[config.mk]
export PLATFORM = sky130hd
export DESIGN_NAME = cube_wave_pixel_shader
export DESIGN_NICKNAME = d
export VERILOG_FILES = /design/src/hw/rtl/cwps_pkg.sv /design/src/hw/rtl/cwps_csr.sv /design/src/hw/rtl/cwps_dist.sv /design/src/hw/rtl/cwps_phase.sv /design/src/hw/rtl/cwps_color.sv /design/src/hw/rtl/cube_wave_pixel_shader.sv
export SDC_FILE = /design/constraint.sdc
export NUM_CORES = 2
export LEC_CHECK = 0
export BUFFER_PORTS_ARGS = -buffer_cell sky130_fd_sc_hd__buf_2
export CORE_AREA = 2 2 237 239
export CTS_BUF_LIST = sky130_fd_sc_hd__clkbuf_8 sky130_fd_sc_hd__clkbuf_16
export DETAILED_ROUTE_END_ITERATION = 10
export DIE_AREA = 0 0 239 241
export GPL_ROUTABILITY_DRIVEN = 0
export MAX_ROUTING_LAYER = met4
export PLACE_DENSITY = 0.75
export SLEW_MARGIN = 40
export SYNTH_ARGS = -nofsm -noshare
export SYNTH_HDL_FRONTEND = slang
export SYNTH_SLANG_ARGS = --single-unit
export TNS_END_PERCENT = 20
[constraint.sdc]
create_clock -name clock -period 13.9 [get_ports clock]
set_input_delay 1.39 -clock clock [delete_from_list [all_inputs] [get_ports clock]]
set_output_delay 1.39 -clock clock [all_outputs]
set_load 0.03 [all_outputs]
[src/hw/rtl/cwps_pkg.sv]
package cwps_pkg;

   // Geometry of one cube face and field widths.
   localparam int FACE_SIZE = 8;
   localparam int FACE_W    = 3;
   localparam int COORD_W   = 3;
   localparam int TIME_W    = 16;
   localparam int FREQ_W    = 12;
   localparam int DIST_W    = 13;
   localparam int COLOR_W   = 8;
   localparam int ADDR_W    = 4;
   localparam int DATA_W    = 32;

   // Pipeline depth and the first stage of each section.
   localparam int NUM_STAGES  = 8;
   localparam int STG_DIST    = 0;
   localparam int STG_PHASE   = 1;
   localparam int STG_COLOR   = 3;

   // Face codes that take part in the mirrored pairing.
   localparam logic [FACE_W-1:0] FACE_FRONT  = 3'd0;
   localparam logic [FACE_W-1:0] FACE_TOP    = 3'd4;
   localparam logic [FACE_W-1:0] FACE_BOTTOM = 3'd5;

   // Register indexes on the configuration port.
   localparam logic [1:0] REG_CENTER_FACE    = 2'd0;
   localparam logic [1:0] REG_CENTER_COL     = 2'd1;
   localparam logic [1:0] REG_CENTER_ROW     = 2'd2;
   localparam logic [1:0] REG_WAVE_FREQUENCY = 2'd3;

   // Register reset values.
   localparam logic [FACE_W-1:0]  RST_CENTER_FACE    = 3'd0;
   localparam logic [COORD_W-1:0] RST_CENTER_COL     = 3'd4;
   localparam logic [COORD_W-1:0] RST_CENTER_ROW     = 3'd4;
   localparam logic [FREQ_W-1:0]  RST_WAVE_FREQUENCY = 12'd256;

   // Arithmetic constants. The hue circle is 360 degrees in Q8, which is
   // 45 << 11, and one hue sector is 60 degrees in Q8, which is 15 << 10.
   localparam int HUE_DIST_MUL   = 20;
   localparam int HUE_TIME_MUL   = 50;
   localparam int INV_TWO_PI_Q16 = 10430;
   localparam int HUE_MOD_DIV    = 45;
   localparam int RECIP_45       = 1456;
   localparam int SECTOR_STEP    = 15;
   localparam int RECIP_15       = 4369;
   localparam int HUE_SECTOR     = 15360;

   typedef struct packed {
      logic [FACE_W-1:0]  face;
      logic [COORD_W-1:0] col;
      logic [COORD_W-1:0] row;
      logic [FREQ_W-1:0]  freq;
   } cfg_type;

   // Rounded square root of n, scaled by 256, for every sum of two squares
   // of offsets up to 7.
   function automatic logic [DIST_W-1:0] sqrt_q8(input logic [6:0] n);
      logic [DIST_W-1:0] r;
      case (n)
         7'd1:    r = 13'd256;
         7'd2:    r = 13'd362;
         7'd4:    r = 13'd512;
         7'd5:    r = 13'd572;
         7'd8:    r = 13'd724;
         7'd9:    r = 13'd768;
         7'd10:   r = 13'd810;
         7'd13:   r = 13'd923;
         7'd16:   r = 13'd1024;
         7'd17:   r = 13'd1056;
         7'd18:   r = 13'd1086;
         7'd20:   r = 13'd1145;
         7'd25:   r = 13'd1280;
         7'd26:   r = 13'd1305;
         7'd29:   r = 13'd1379;
         7'd32:   r = 13'd1448;
         7'd34:   r = 13'd1493;
         7'd36:   r = 13'd1536;
         7'd37:   r = 13'd1557;
         7'd40:   r = 13'd1619;
         7'd41:   r = 13'd1639;
         7'd45:   r = 13'd1717;
         7'd49:   r = 13'd1792;
         7'd50:   r = 13'd1810;
         7'd52:   r = 13'd1846;
         7'd53:   r = 13'd1864;
         7'd58:   r = 13'd1950;
         7'd61:   r = 13'd1999;
         7'd65:   r = 13'd2064;
         7'd72:   r = 13'd2172;
         7'd74:   r = 13'd2202;
         7'd85:   r = 13'd2360;
         7'd98:   r = 13'd2534;
         default: r = '0;
      endcase
      return r;
   endfunction

   // Quarter wave of round(255 * sin), 65 points.
   function automatic logic [7:0] quarter_sine(input logic [6:0] k);
      logic [7:0] s;
      case (k)
         7'd0:  s = 8'd0;   7'd1:  s = 8'd6;   7'd2:  s = 8'd13;  7'd3:  s = 8'd19;
         7'd4:  s = 8'd25;  7'd5:  s = 8'd31;  7'd6:  s = 8'd37;  7'd7:  s = 8'd44;
         7'd8:  s = 8'd50;  7'd9:  s = 8'd56;  7'd10: s = 8'd62;  7'd11: s = 8'd68;
         7'd12: s = 8'd74;  7'd13: s = 8'd80;  7'd14: s = 8'd86;  7'd15: s = 8'd92;
         7'd16: s = 8'd98;  7'd17: s = 8'd103; 7'd18: s = 8'd109; 7'd19: s = 8'd115;
         7'd20: s = 8'd120; 7'd21: s = 8'd126; 7'd22: s = 8'd131; 7'd23: s = 8'd136;
         7'd24: s = 8'd142; 7'd25: s = 8'd147; 7'd26: s = 8'd152; 7'd27: s = 8'd157;
         7'd28: s = 8'd162; 7'd29: s = 8'd167; 7'd30: s = 8'd171; 7'd31: s = 8'd176;
         7'd32: s = 8'd180; 7'd33: s = 8'd185; 7'd34: s = 8'd189; 7'd35: s = 8'd193;
         7'd36: s = 8'd197; 7'd37: s = 8'd201; 7'd38: s = 8'd205; 7'd39: s = 8'd208;
         7'd40: s = 8'd212; 7'd41: s = 8'd215; 7'd42: s = 8'd219; 7'd43: s = 8'd222;
         7'd44: s = 8'd225; 7'd45: s = 8'd228; 7'd46: s = 8'd231; 7'd47: s = 8'd233;
         7'd48: s = 8'd236; 7'd49: s = 8'd238; 7'd50: s = 8'd240; 7'd51: s = 8'd242;
         7'd52: s = 8'd244; 7'd53: s = 8'd246; 7'd54: s = 8'd247; 7'd55: s = 8'd249;
         7'd56: s = 8'd250; 7'd57: s = 8'd251; 7'd58: s = 8'd252; 7'd59: s = 8'd253;
         7'd60: s = 8'd254; 7'd61: s = 8'd254; 7'd62: s = 8'd255; 7'd63: s = 8'd255;
         7'd64: s = 8'd255;
         default: s = 8'd0;
      endcase
      return s;
   endfunction

endpackage

[src/hw/rtl/cwps_csr.sv]
module cwps_csr
   import cwps_pkg::*;
(
   input  logic              clock,
   input  logic              reset,
   input  logic              psel,
   input  logic              penable,
   input  logic              pwrite,
   input  logic [ADDR_W-1:0] paddr,
   input  logic [DATA_W-1:0] pwdata,
   output logic [DATA_W-1:0] prdata,
   output cfg_type           cfg
);

   cfg_type    cfg_ff, cfg_in;
   logic       wr_en;
   logic [1:0] reg_idx;

   assign wr_en   = psel && penable && pwrite;
   assign reg_idx = paddr[ADDR_W-1:2];

   // Register writes, one register per word address.
   always_comb begin
      cfg_in = cfg_ff;
      if (wr_en) begin
         case (reg_idx)
            REG_CENTER_FACE:    cfg_in.face = pwdata[FACE_W-1:0];
            REG_CENTER_COL:     cfg_in.col  = pwdata[COORD_W-1:0];
            REG_CENTER_ROW:     cfg_in.row  = pwdata[COORD_W-1:0];
            REG_WAVE_FREQUENCY: cfg_in.freq = pwdata[FREQ_W-1:0];
            default:            cfg_in      = cfg_ff;
         endcase
      end
   end

   always_ff @(posedge clock) begin
      if (reset) begin
         cfg_ff.face <= RST_CENTER_FACE;
         cfg_ff.col  <= RST_CENTER_COL;
         cfg_ff.row  <= RST_CENTER_ROW;
         cfg_ff.freq <= RST_WAVE_FREQUENCY;
      end else begin
         cfg_ff <= cfg_in;
      end
   end

   // Read data.
   always_comb begin
      case (reg_idx)
         REG_CENTER_FACE:    prdata = DATA_W'(cfg_ff.face);
         REG_CENTER_COL:     prdata = DATA_W'(cfg_ff.col);
         REG_CENTER_ROW:     prdata = DATA_W'(cfg_ff.row);
         REG_WAVE_FREQUENCY: prdata = DATA_W'(cfg_ff.freq);
         default:            prdata = '0;
      endcase
   end

   assign cfg = cfg_ff;

endmodule

[src/hw/rtl/cwps_dist.sv]
module cwps_dist
   import cwps_pkg::*;
(
   input  logic               clock,
   input  logic               en,
   input  logic [FACE_W-1:0]  pixel_face,
   input  logic [COORD_W-1:0] pixel_col,
   input  logic [COORD_W-1:0] pixel_row,
   input  logic [TIME_W-1:0]  wave_time,
   input  cfg_type            cfg,
   output logic [DIST_W-1:0]  distance,
   output logic [TIME_W-1:0]  dist_time
);

   localparam int SUM_W = 5;

   logic [COORD_W-1:0]      dx, dy;
   logic [6:0]              sq_sum;
   logic signed [SUM_W-1:0] mirror_diff;
   logic [SUM_W-1:0]        mirror_abs;
   logic [SUM_W-1:0]        hop_sum;
   logic                    same_face, paired;
   logic [DIST_W-1:0]       dist_in, dist_ff;
   logic [TIME_W-1:0]       time_ff;

   // Offsets from the wave center on the pixel's face.
   assign dx = (pixel_col >= cfg.col) ? pixel_col - cfg.col : cfg.col - pixel_col;
   assign dy = (pixel_row >= cfg.row) ? pixel_row - cfg.row : cfg.row - pixel_row;
   assign sq_sum = 7'(dx * dx) + 7'(dy * dy);

   // The front face is seen mirrored from the top and bottom faces.
   assign mirror_diff = SUM_W'(FACE_SIZE - 1) - SUM_W'(cfg.col) - SUM_W'(pixel_col);
   assign mirror_abs  = mirror_diff[SUM_W-1] ? SUM_W'(-mirror_diff) : SUM_W'(mirror_diff);

   assign same_face = (pixel_face == cfg.face);
   assign paired    = ((pixel_face == FACE_FRONT) &&
                       ((cfg.face == FACE_TOP) || (cfg.face == FACE_BOTTOM))) ||
                      (((pixel_face == FACE_TOP) || (pixel_face == FACE_BOTTOM)) &&
                       (cfg.face == FACE_FRONT));

   // Whole-pixel hop count across faces, by pairing.
   always_comb begin
      if (paired) begin
         hop_sum = SUM_W'(FACE_SIZE / 2) + mirror_abs + SUM_W'(dy);
      end else begin
         hop_sum = SUM_W'(FACE_SIZE) + SUM_W'(dx) + SUM_W'(dy);
      end
   end

   // Euclidean distance on the center's face, else the hop count in Q5.8.
   assign dist_in = same_face ? sqrt_q8(sq_sum) : {hop_sum, 8'd0};

   always_ff @(posedge clock) begin
      if (en) begin
         dist_ff <= dist_in;
         time_ff <= wave_time;
      end
   end

   assign distance  = dist_ff;
   assign dist_time = time_ff;

endmodule

[src/hw/rtl/cwps_phase.sv]
module cwps_phase
   import cwps_pkg::*;
(
   input  logic              clock,
   input  logic [1:0]        en,
   input  logic [DIST_W-1:0] distance,
   input  logic [TIME_W-1:0] dist_time,
   input  logic [FREQ_W-1:0] freq,
   output logic [7:0]        sine_idx,
   output logic [10:0]       hue_hi,
   output logic [5:0]        hue_quot,
   output logic [10:0]       hue_lo
);

   localparam int PROD_W  = DIST_W + FREQ_W;
   localparam int PHASE_W = PROD_W - 8 + 1;
   localparam int HUE_W   = 22;
   localparam int ANGLE_W = 24;

   logic [PROD_W-1:0]         prod;
   logic [PROD_W-9:0]         prod_hi_in, prod_hi_ff;
   logic [HUE_W-1:0]          hue_lin_in, hue_lin_ff;
   logic [TIME_W-1:0]         time_ff;
   logic signed [PHASE_W-1:0] phase;
   logic [ANGLE_W-1:0]        angle;
   logic [21:0]               quot_prod;
   logic [7:0]                idx_in, idx_ff;
   logic [10:0]               hi_in, hi_ff;
   logic [5:0]                quot_in, quot_ff;
   logic [10:0]               lo_ff;

   // Stage one: distance times frequency, and the linear hue term.
   assign prod       = PROD_W'(distance) * PROD_W'(freq);
   assign prod_hi_in = prod[PROD_W-1:8];
   assign hue_lin_in = HUE_W'(distance) * HUE_W'(HUE_DIST_MUL) +
                       HUE_W'(dist_time) * HUE_W'(HUE_TIME_MUL);

   always_ff @(posedge clock) begin
      if (en[0]) begin
         prod_hi_ff <= prod_hi_in;
         hue_lin_ff <= hue_lin_in;
         time_ff    <= dist_time;
      end
   end

   // Stage two: phase to a 256-step angle, and the quotient estimate of the
   // upper hue bits over 45.
   assign phase  = $signed({1'b0, prod_hi_ff}) - $signed(PHASE_W'(time_ff));
   assign angle  = ANGLE_W'({{(ANGLE_W-PHASE_W){phase[PHASE_W-1]}}, phase} *
                            ANGLE_W'(INV_TWO_PI_Q16));
   assign idx_in = angle[ANGLE_W-1:ANGLE_W-8];

   assign hi_in     = hue_lin_ff[HUE_W-1:11];
   assign quot_prod = 22'(hi_in) * 22'(RECIP_45);
   assign quot_in   = quot_prod[21:16];

   always_ff @(posedge clock) begin
      if (en[1]) begin
         idx_ff  <= idx_in;
         hi_ff   <= hi_in;
         quot_ff <= quot_in;
         lo_ff   <= hue_lin_ff[10:0];
      end
   end

   assign sine_idx = idx_ff;
   assign hue_hi   = hi_ff;
   assign hue_quot = quot_ff;
   assign hue_lo   = lo_ff;

endmodule

[src/hw/rtl/cwps_color.sv]
module cwps_color
   import cwps_pkg::*;
(
   input  logic               clock,
   input  logic [4:0]         en,
   input  logic [7:0]         sine_idx,
   input  logic [10:0]        hue_hi,
   input  logic [5:0]         hue_quot,
   input  logic [10:0]        hue_lo,
   output logic [COLOR_W-1:0] red,
   output logic [COLOR_W-1:0] green,
   output logic [COLOR_W-1:0] blue
);

   // Hue sectors of 60 degrees each.
   localparam logic [2:0] SEC_RED_TO_YELLOW    = 3'd0;
   localparam logic [2:0] SEC_YELLOW_TO_GREEN  = 3'd1;
   localparam logic [2:0] SEC_GREEN_TO_CYAN    = 3'd2;
   localparam logic [2:0] SEC_CYAN_TO_BLUE     = 3'd3;
   localparam logic [2:0] SEC_BLUE_TO_MAGENTA  = 3'd4;
   localparam logic [2:0] SEC_MAGENTA_TO_RED   = 3'd5;
   localparam int         NUM_SECTORS          = 6;

   // Stage three signals.
   logic [10:0] rem45_raw;
   logic [5:0]  rem45;
   logic [7:0]  qs;
   logic [8:0]  bright_sum;
   logic [7:0]  bright3_in, bright3_ff;
   logic [16:0] hue3_in, hue3_ff;

   // Stage four signals.
   logic [6:0]  h10;
   logic [2:0]  sector4_in, sector4_ff;
   logic [6:0]  base;
   logic [3:0]  rem15;
   logic [13:0] frac_raw;
   logic [13:0] frac4_in, frac4_ff;
   logic [7:0]  bright4_ff;

   // Stage five to seven signals.
   logic [21:0] mid_prod;
   logic [11:0] z5_ff, z6_ff;
   logic [2:0]  sector5_ff, sector6_ff;
   logic [7:0]  bright5_ff, bright6_ff;
   logic [23:0] q_prod;
   logic [7:0]  q6_ff;
   logic [11:0] rem_mid;
   logic [7:0]  mid;
   logic [COLOR_W-1:0] red_in, green_in, blue_in;
   logic [COLOR_W-1:0] red_ff, green_ff, blue_ff;

   // Stage three: finish the hue modulo 360 degrees; look up brightness.
   assign rem45_raw = hue_hi - 11'(hue_quot * 6'(HUE_MOD_DIV));
   assign rem45     = (rem45_raw >= 11'(HUE_MOD_DIV)) ?
                      6'(rem45_raw - 11'(HUE_MOD_DIV)) : rem45_raw[5:0];
   assign hue3_in   = {rem45, hue_lo};

   assign qs = sine_idx[6] ? quarter_sine(7'd64 - {1'b0, sine_idx[5:0]})
                           : quarter_sine({1'b0, sine_idx[5:0]});
   assign bright_sum = sine_idx[7] ? 9'(9'd256 - {1'b0, qs}) : 9'(9'd256 + {1'b0, qs});
   assign bright3_in = bright_sum[8:1];

   always_ff @(posedge clock) begin
      if (en[0]) begin
         bright3_ff <= bright3_in;
         hue3_ff    <= hue3_in;
      end
   end

   // Stage four: sector and fraction within the sector.
   assign h10 = hue3_ff[16:10];

   always_comb begin
      sector4_in = SEC_RED_TO_YELLOW;
      base       = '0;
      for (int s = 1; s < NUM_SECTORS; s++) begin
         if (h10 >= 7'(s * SECTOR_STEP)) begin
            sector4_in = 3'(s);
            base       = 7'(s * SECTOR_STEP);
         end
      end
   end

   assign rem15    = 4'(h10 - base);
   assign frac_raw = {rem15, hue3_ff[9:0]};
   assign frac4_in = sector4_in[0] ? 14'(14'(HUE_SECTOR) - frac_raw) : frac_raw;

   always_ff @(posedge clock) begin
      if (en[1]) begin
         sector4_ff <= sector4_in;
         frac4_ff   <= frac4_in;
         bright4_ff <= bright3_ff;
      end
   end

   // Stage five: brightness times fraction, pre-shifted by 1024.
   assign mid_prod = 22'(bright4_ff) * 22'(frac4_ff);

   always_ff @(posedge clock) begin
      if (en[2]) begin
         z5_ff      <= mid_prod[21:10];
         sector5_ff <= sector4_ff;
         bright5_ff <= bright4_ff;
      end
   end

   // Stage six: quotient estimate over 15 by reciprocal.
   assign q_prod = 24'(z5_ff) * 24'(RECIP_15);

   always_ff @(posedge clock) begin
      if (en[3]) begin
         q6_ff      <= q_prod[23:16];
         z6_ff      <= z5_ff;
         sector6_ff <= sector5_ff;
         bright6_ff <= bright5_ff;
      end
   end

   // Stage seven: correct the quotient and place the channels.
   assign rem_mid = z6_ff - 12'(q6_ff * 4'(SECTOR_STEP));
   assign mid     = (rem_mid >= 12'(SECTOR_STEP)) ? 8'(q6_ff + 8'd1) : q6_ff;

   always_comb begin
      case (sector6_ff)
         SEC_RED_TO_YELLOW: begin
            red_in = bright6_ff; green_in = mid;        blue_in = '0;
         end
         SEC_YELLOW_TO_GREEN: begin
            red_in = mid;        green_in = bright6_ff; blue_in = '0;
         end
         SEC_GREEN_TO_CYAN: begin
            red_in = '0;         green_in = bright6_ff; blue_in = mid;
         end
         SEC_CYAN_TO_BLUE: begin
            red_in = '0;         green_in = mid;        blue_in = bright6_ff;
         end
         SEC_BLUE_TO_MAGENTA: begin
            red_in = mid;        green_in = '0;         blue_in = bright6_ff;
         end
         SEC_MAGENTA_TO_RED: begin
            red_in = bright6_ff; green_in = '0;         blue_in = mid;
         end
         default: begin
            red_in = bright6_ff; green_in = '0;         blue_in = mid;
         end
      endcase
   end

   always_ff @(posedge clock) begin
      if (en[4]) begin
         red_ff   <= red_in;
         green_ff <= green_in;
         blue_ff  <= blue_in;
      end
   end

   assign red   = red_ff;
   assign green = green_ff;
   assign blue  = blue_ff;

endmodule

[src/hw/rtl/cube_wave_pixel_shader.sv]
// Pixel shader for a wave spreading over the faces of a cube.
//
// Request channel (req_): one beat per pixel with face, column, row and the
// animation time. Response channel (rsp_): one beat per request with the red,
// green and blue intensities, in request order. A beat moves when valid is
// high and stall is low.
// The APB port sets the wave center (face, column, row) and the spatial
// frequency; write it only while no pixel is in flight.
//
// The datapath is an 8-stage pipeline: distance, phase product, angle and hue
// reduction, sine and hue modulo, hue sector and fraction, brightness product,
// quotient estimate and color output register. One pixel enters every cycle
// unless req_stall is high. When the receiver stalls, stages holding a beat
// freeze while empty stages in front of them keep filling, so req_stall rises
// only once all eight stages hold a beat. Reset empties the pipeline and loads
// the register defaults: center on face 0 at column 4, row 4, frequency 1.0.
module cube_wave_pixel_shader
   import cwps_pkg::*;
(
   input  logic               clock,
   input  logic               reset,
   input  logic               req_valid,
   output logic               req_stall,
   input  logic [FACE_W-1:0]  req_pixel_face,
   input  logic [COORD_W-1:0] req_pixel_col,
   input  logic [COORD_W-1:0] req_pixel_row,
   input  logic [TIME_W-1:0]  req_wave_time,
   output logic               rsp_valid,
   input  logic               rsp_stall,
   output logic [COLOR_W-1:0] rsp_red,
   output logic [COLOR_W-1:0] rsp_green,
   output logic [COLOR_W-1:0] rsp_blue,
   input  logic               psel,
   input  logic               penable,
   input  logic               pwrite,
   input  logic [ADDR_W-1:0]  paddr,
   input  logic [DATA_W-1:0]  pwdata,
   output logic [DATA_W-1:0]  prdata,
   output logic               pready
);

   cfg_type                 cfg;
   logic [NUM_STAGES-1:0]   vld_ff, vld_in, en;
   logic [DIST_W-1:0]       distance;
   logic [TIME_W-1:0]       dist_time;
   logic [7:0]              sine_idx;
   logic [10:0]             hue_hi;
   logic [5:0]              hue_quot;
   logic [10:0]             hue_lo;
   logic                    req_acc, rsp_take;

   assign pready = 1'b1;

   cwps_csr u_csr (
      .clock   (clock),
      .reset   (reset),
      .psel    (psel),
      .penable (penable),
      .pwrite  (pwrite),
      .paddr   (paddr),
      .pwdata  (pwdata),
      .prdata  (prdata),
      .cfg     (cfg)
   );

   // A stage advances when it is empty or the stage after it advances.
   always_comb begin
      en[NUM_STAGES-1] = !vld_ff[NUM_STAGES-1] || !rsp_stall;
      for (int k = NUM_STAGES - 2; k >= 0; k--) begin
         en[k] = !vld_ff[k] || en[k+1];
      end
   end

   // Valid bits travel with the data.
   always_comb begin
      vld_in[0] = en[0] ? req_valid : vld_ff[0];
      for (int k = 1; k < NUM_STAGES; k++) begin
         vld_in[k] = en[k] ? vld_ff[k-1] : vld_ff[k];
      end
   end

   always_ff @(posedge clock) begin
      if (reset) begin
         vld_ff <= '0;
      end else begin
         vld_ff <= vld_in;
      end
   end

   assign req_stall = !en[0];
   assign rsp_valid = vld_ff[NUM_STAGES-1];
   assign req_acc   = req_valid && !req_stall;
   assign rsp_take  = rsp_valid && !rsp_stall;

   cwps_dist u_dist (
      .clock      (clock),
      .en         (en[STG_DIST]),
      .pixel_face (req_pixel_face),
      .pixel_col  (req_pixel_col),
      .pixel_row  (req_pixel_row),
      .wave_time  (req_wave_time),
      .cfg        (cfg),
      .distance   (distance),
      .dist_time  (dist_time)
   );

   cwps_phase u_phase (
      .clock     (clock),
      .en        (en[STG_COLOR-1:STG_PHASE]),
      .distance  (distance),
      .dist_time (dist_time),
      .freq      (cfg.freq),
      .sine_idx  (sine_idx),
      .hue_hi    (hue_hi),
      .hue_quot  (hue_quot),
      .hue_lo    (hue_lo)
   );

   cwps_color u_color (
      .clock    (clock),
      .en       (en[NUM_STAGES-1:STG_COLOR]),
      .sine_idx (sine_idx),
      .hue_hi   (hue_hi),
      .hue_quot (hue_quot),
      .hue_lo   (hue_lo),
      .red      (rsp_red),
      .green    (rsp_green),
      .blue     (rsp_blue)
   );

   // The input side stalls only when every stage holds a beat.
   a_stall_only_full: assert property (@(posedge clock) disable iff (reset)
      req_stall |-> (&vld_ff))
      else $error("request stalled while the pipeline has an empty stage");

   // A beat taken in without one leaving adds exactly one beat in flight.
   a_count_up: assert property (@(posedge clock) disable iff (reset)
      (req_acc && !rsp_take) |=> ($countones(vld_ff) == $past($countones(vld_ff)) + 1))
      else $error("beat lost or duplicated on entry");

   // A beat leaving without one taken in removes exactly one beat in flight.
   a_count_down: assert property (@(posedge clock) disable iff (reset)
      (rsp_take && !req_acc) |=> ($countones(vld_ff) == $past($countones(vld_ff)) - 1))
      else $error("beat lost or duplicated on exit");

   // Full saturation leaves one channel dark in every color.
   a_one_dark: assert property (@(posedge clock) disable iff (reset)
      rsp_valid |-> ((rsp_red == '0) || (rsp_green == '0) || (rsp_blue == '0)))
      else $error("response color has no zero channel");

endmodule
==> results_dict.tcl <==
set metrics [dict create \
    status "completed" \
    path_clk_slew_ns 0.06 \
    fill_cells 4502 \
    numPortBuffers 83 \
    clock_sinks 280 \
    slew_headroom 0.423 \
    chipHeight_um 241 \
    synth_top_area_share 0.222 \
    avgViaCountPerCell 5.53 \
    setup_viol 0 \
    synth_top_family_by_area "adder cells" \
    multi_input_area_um2 22000 \
    h-tree-depth 2 \
    cp_max_fo 16 \
    drt_iter0_drc 990 \
    maxCapViolations 0 \
    end_kind "register" \
    wl_per_cell_um 15.7 \
    num_rows 86 \
    io_pins 127 \
    drive_gt1_frac 0.0575 \
    antenna_left 0 \
    yosys.area_share.simple 0.121 \
    synthAdderAreaFrac 0.380 \
    start_util 0.598 \
    synth_edf_count 243 \
    coreArea_um2 54900 \
    grtUsageMet2 0.419 \
    post_cts_buffers 0 \
    root_buffer "clkbuf_16" \
    clockBufferDepth 3 \
    syn-instance-count 3411 \
    synth_compound_area_frac 0.106 \
    grt_overflow 0 \
    finalCritPeriodShare 0.610 \
    yosysMostFrequentCell "inv_1" \
    worst_setup_path_start_kind "register" \
    cp_common_cell "fa_1" \
    hp-class "reg2reg" \
    min_period_ns 8.47 \
    setup_tns_ns 0 \
    dieArea_um2 57600 \
    final-hold-violation-count 0 \
    syn_avg_cell_area_um2 9.62 \
    synth-seq-cells 280 \
    grt_use_met1 0.303 \
    crit_slowest_cell "o31a_1" \
    via_count 23200 \
    skew_ns 0.0332 \
    synth_area_um2 32800 \
    grt.met3_usage 0.0372 \
    rsz0062_at_grt "no" \
    area_growth_syn_to_layout_pct 6.66 \
    grt_max_degree 54 \
    synth_area_leader_cell "edfxtp_1" \
    busiest_layer "met2" \
    yosysUniqueCellTypes 87 \
    worst-slew-pin-transition_ns 0.864 \
    synth_mux_area_frac 0.0112 \
    antenna_found_initial 3 \
    max_stage_delay_ns 0.55 \
    clk-insertion-delay-late_ns 0.55 \
    dpl.hpwl_um 52000 \
    synth.area.top_cells "edfxtp_1 (22%), fa_1 (20%), ha_1 (18%), inv_1 (7.1%), nand2_1 (3.6%)" \
    grt_use_total 0.245 \
    required_ns 14.33 \
    synthTopCellsByCount "inv_1 (620), ha_1 (461), fa_1 (333), nand2_1 (311), edfxtp_1 (243)" \
    grt_first_pass_wirelength_um 112000 \
    ff_latch_area_um2 8040 \
    nets 4318 \
    maxSlewViolCount 0 \
    cts_tree "yes" \
    max_freq_mhz 118 \
    cp.arrival_ns 8.90 \
    grt_pass1_vias 23500 \
    ys_seq_area_frac 0.245 \
    ys_async_sr_fraction 0 \
    synth_xor_xnor_area_share 0.0498 \
    critical_path_class "reg2reg" \
    yosysWarnings 0 \
    cts_buffers 34 \
    cts-resized-gates 0 \
    cts_hold_buffers 0 \
    wirelength_um 65700 \
    synthFlopType "edfxtp_1" \
    dr.pass1.iters 5 \
    die-width_um 239 \
    drcViolationCount 0 \
]
## metrics by stage
step	hold WS, ns	area [um^2]	cells	utilization	worst slack (ns)
CTS	0.403	35000	4184	0.637	5.42
global placement	0.400	33800	4123	0.616	5.55
floorplan	0.400	32900	3430	-	6.38
detailed placement	0.405	33800	4123	0.616	5.47
finish	0.401	35000	4188	0.638	5.43
global route	0.410	35000	4188	0.638	4.77
## metal layers
metal	vias to the layer above	routed length, um
met1	11100	28200
met4	0	1830
li1	11400	-
met5	-	0
met3	119	3300
met2	539	32400
## cells by family (layout without fill, tap and decap cells)
logic type      after synthesis  in the layout
simple gates                841            841
flops                       280            280
buf+inv                     732            783
other cells                   2             24
mux                          30             30
compound gates              546            546
fa+ha+maj                   796            796
xor+xnor                    184            184
## placed cells by master (no fill, tap or decap), types with 34 or more instances in the layout
cell type,n
buf_2,83
nand2_1,308
fa_1,332
nor3_1,59
xor2_1,51
inv_1,623
edfxtp_1,243
ha_1,460
and2_1,106
a21oi_1,160
dfxtp_1,37
nand3_1,34
xnor2_1,128
nor2_1,187
o21ai_0,125
clkbuf_16,34
## path summary, 6_finish.rpt
path | startpoint | to | slack [ns] | cells after the start
min | u_phase.hue_lo[4] | u_color.hue3_ff[4] | 0.40 | 0
max | u_phase.time_ff[0] | register | 5.43 | 30
max reg2reg | u_phase.time_ff[0] | register | 5.43 | 30
min reg2reg | u_phase.hue_lo[4] | u_color.hue3_ff[4] | 0.40 | 0
## worst max-delay path: cells and delay by family (launching register included)
family                   cells  cell delay (ns)
AO/OA/AOI/OAI               12             2.75
XOR/XNOR                     3             0.96
adder cells (fa/ha/maj)      7             3.04
buffers and inverters        4             0.36
flip-flops                   1             0.47
AND/OR/NAND/NOR              4             0.79
## layout make-up
| type | count | share of cell area |
|---|---|---|
| Multi-Input combinational cell | 2418 | 0.630 |
| Sequential cell | 280 | 0.230 |
| Inverter | 621 | 0.0666 |
| Tap cell | 704 | 0.0252 |
| Clock buffer | 34 | 0.0243 |
| Timing Repair Buffer | 101 | 0.0157 |
| Clock inverter | 27 | 0.00848 |
| Antenna cell | 3 | 0.000215 |
## sequential cells by signal, indices dropped and copies added (netlist names), 10 cells and up, named ones only
signal / cells
u_phase.prod_hi_ff: 17
u_phase.hue_lo: 10
u_phase.hue_hi: 11
u_csr.cfg: 21
u_color.z6_ff: 12
u_phase.time_ff: 16
u_phase.hue_lin_ff: 20
u_color.z5_ff: 12
u_color.hue3_ff: 16
u_color.frac4_ff: 13
u_dist.distance: 13
u_dist.dist_time: 16
Power is not shown: default switching activity piles up to over one toggle a cycle in this logic, so the estimate is an artifact.
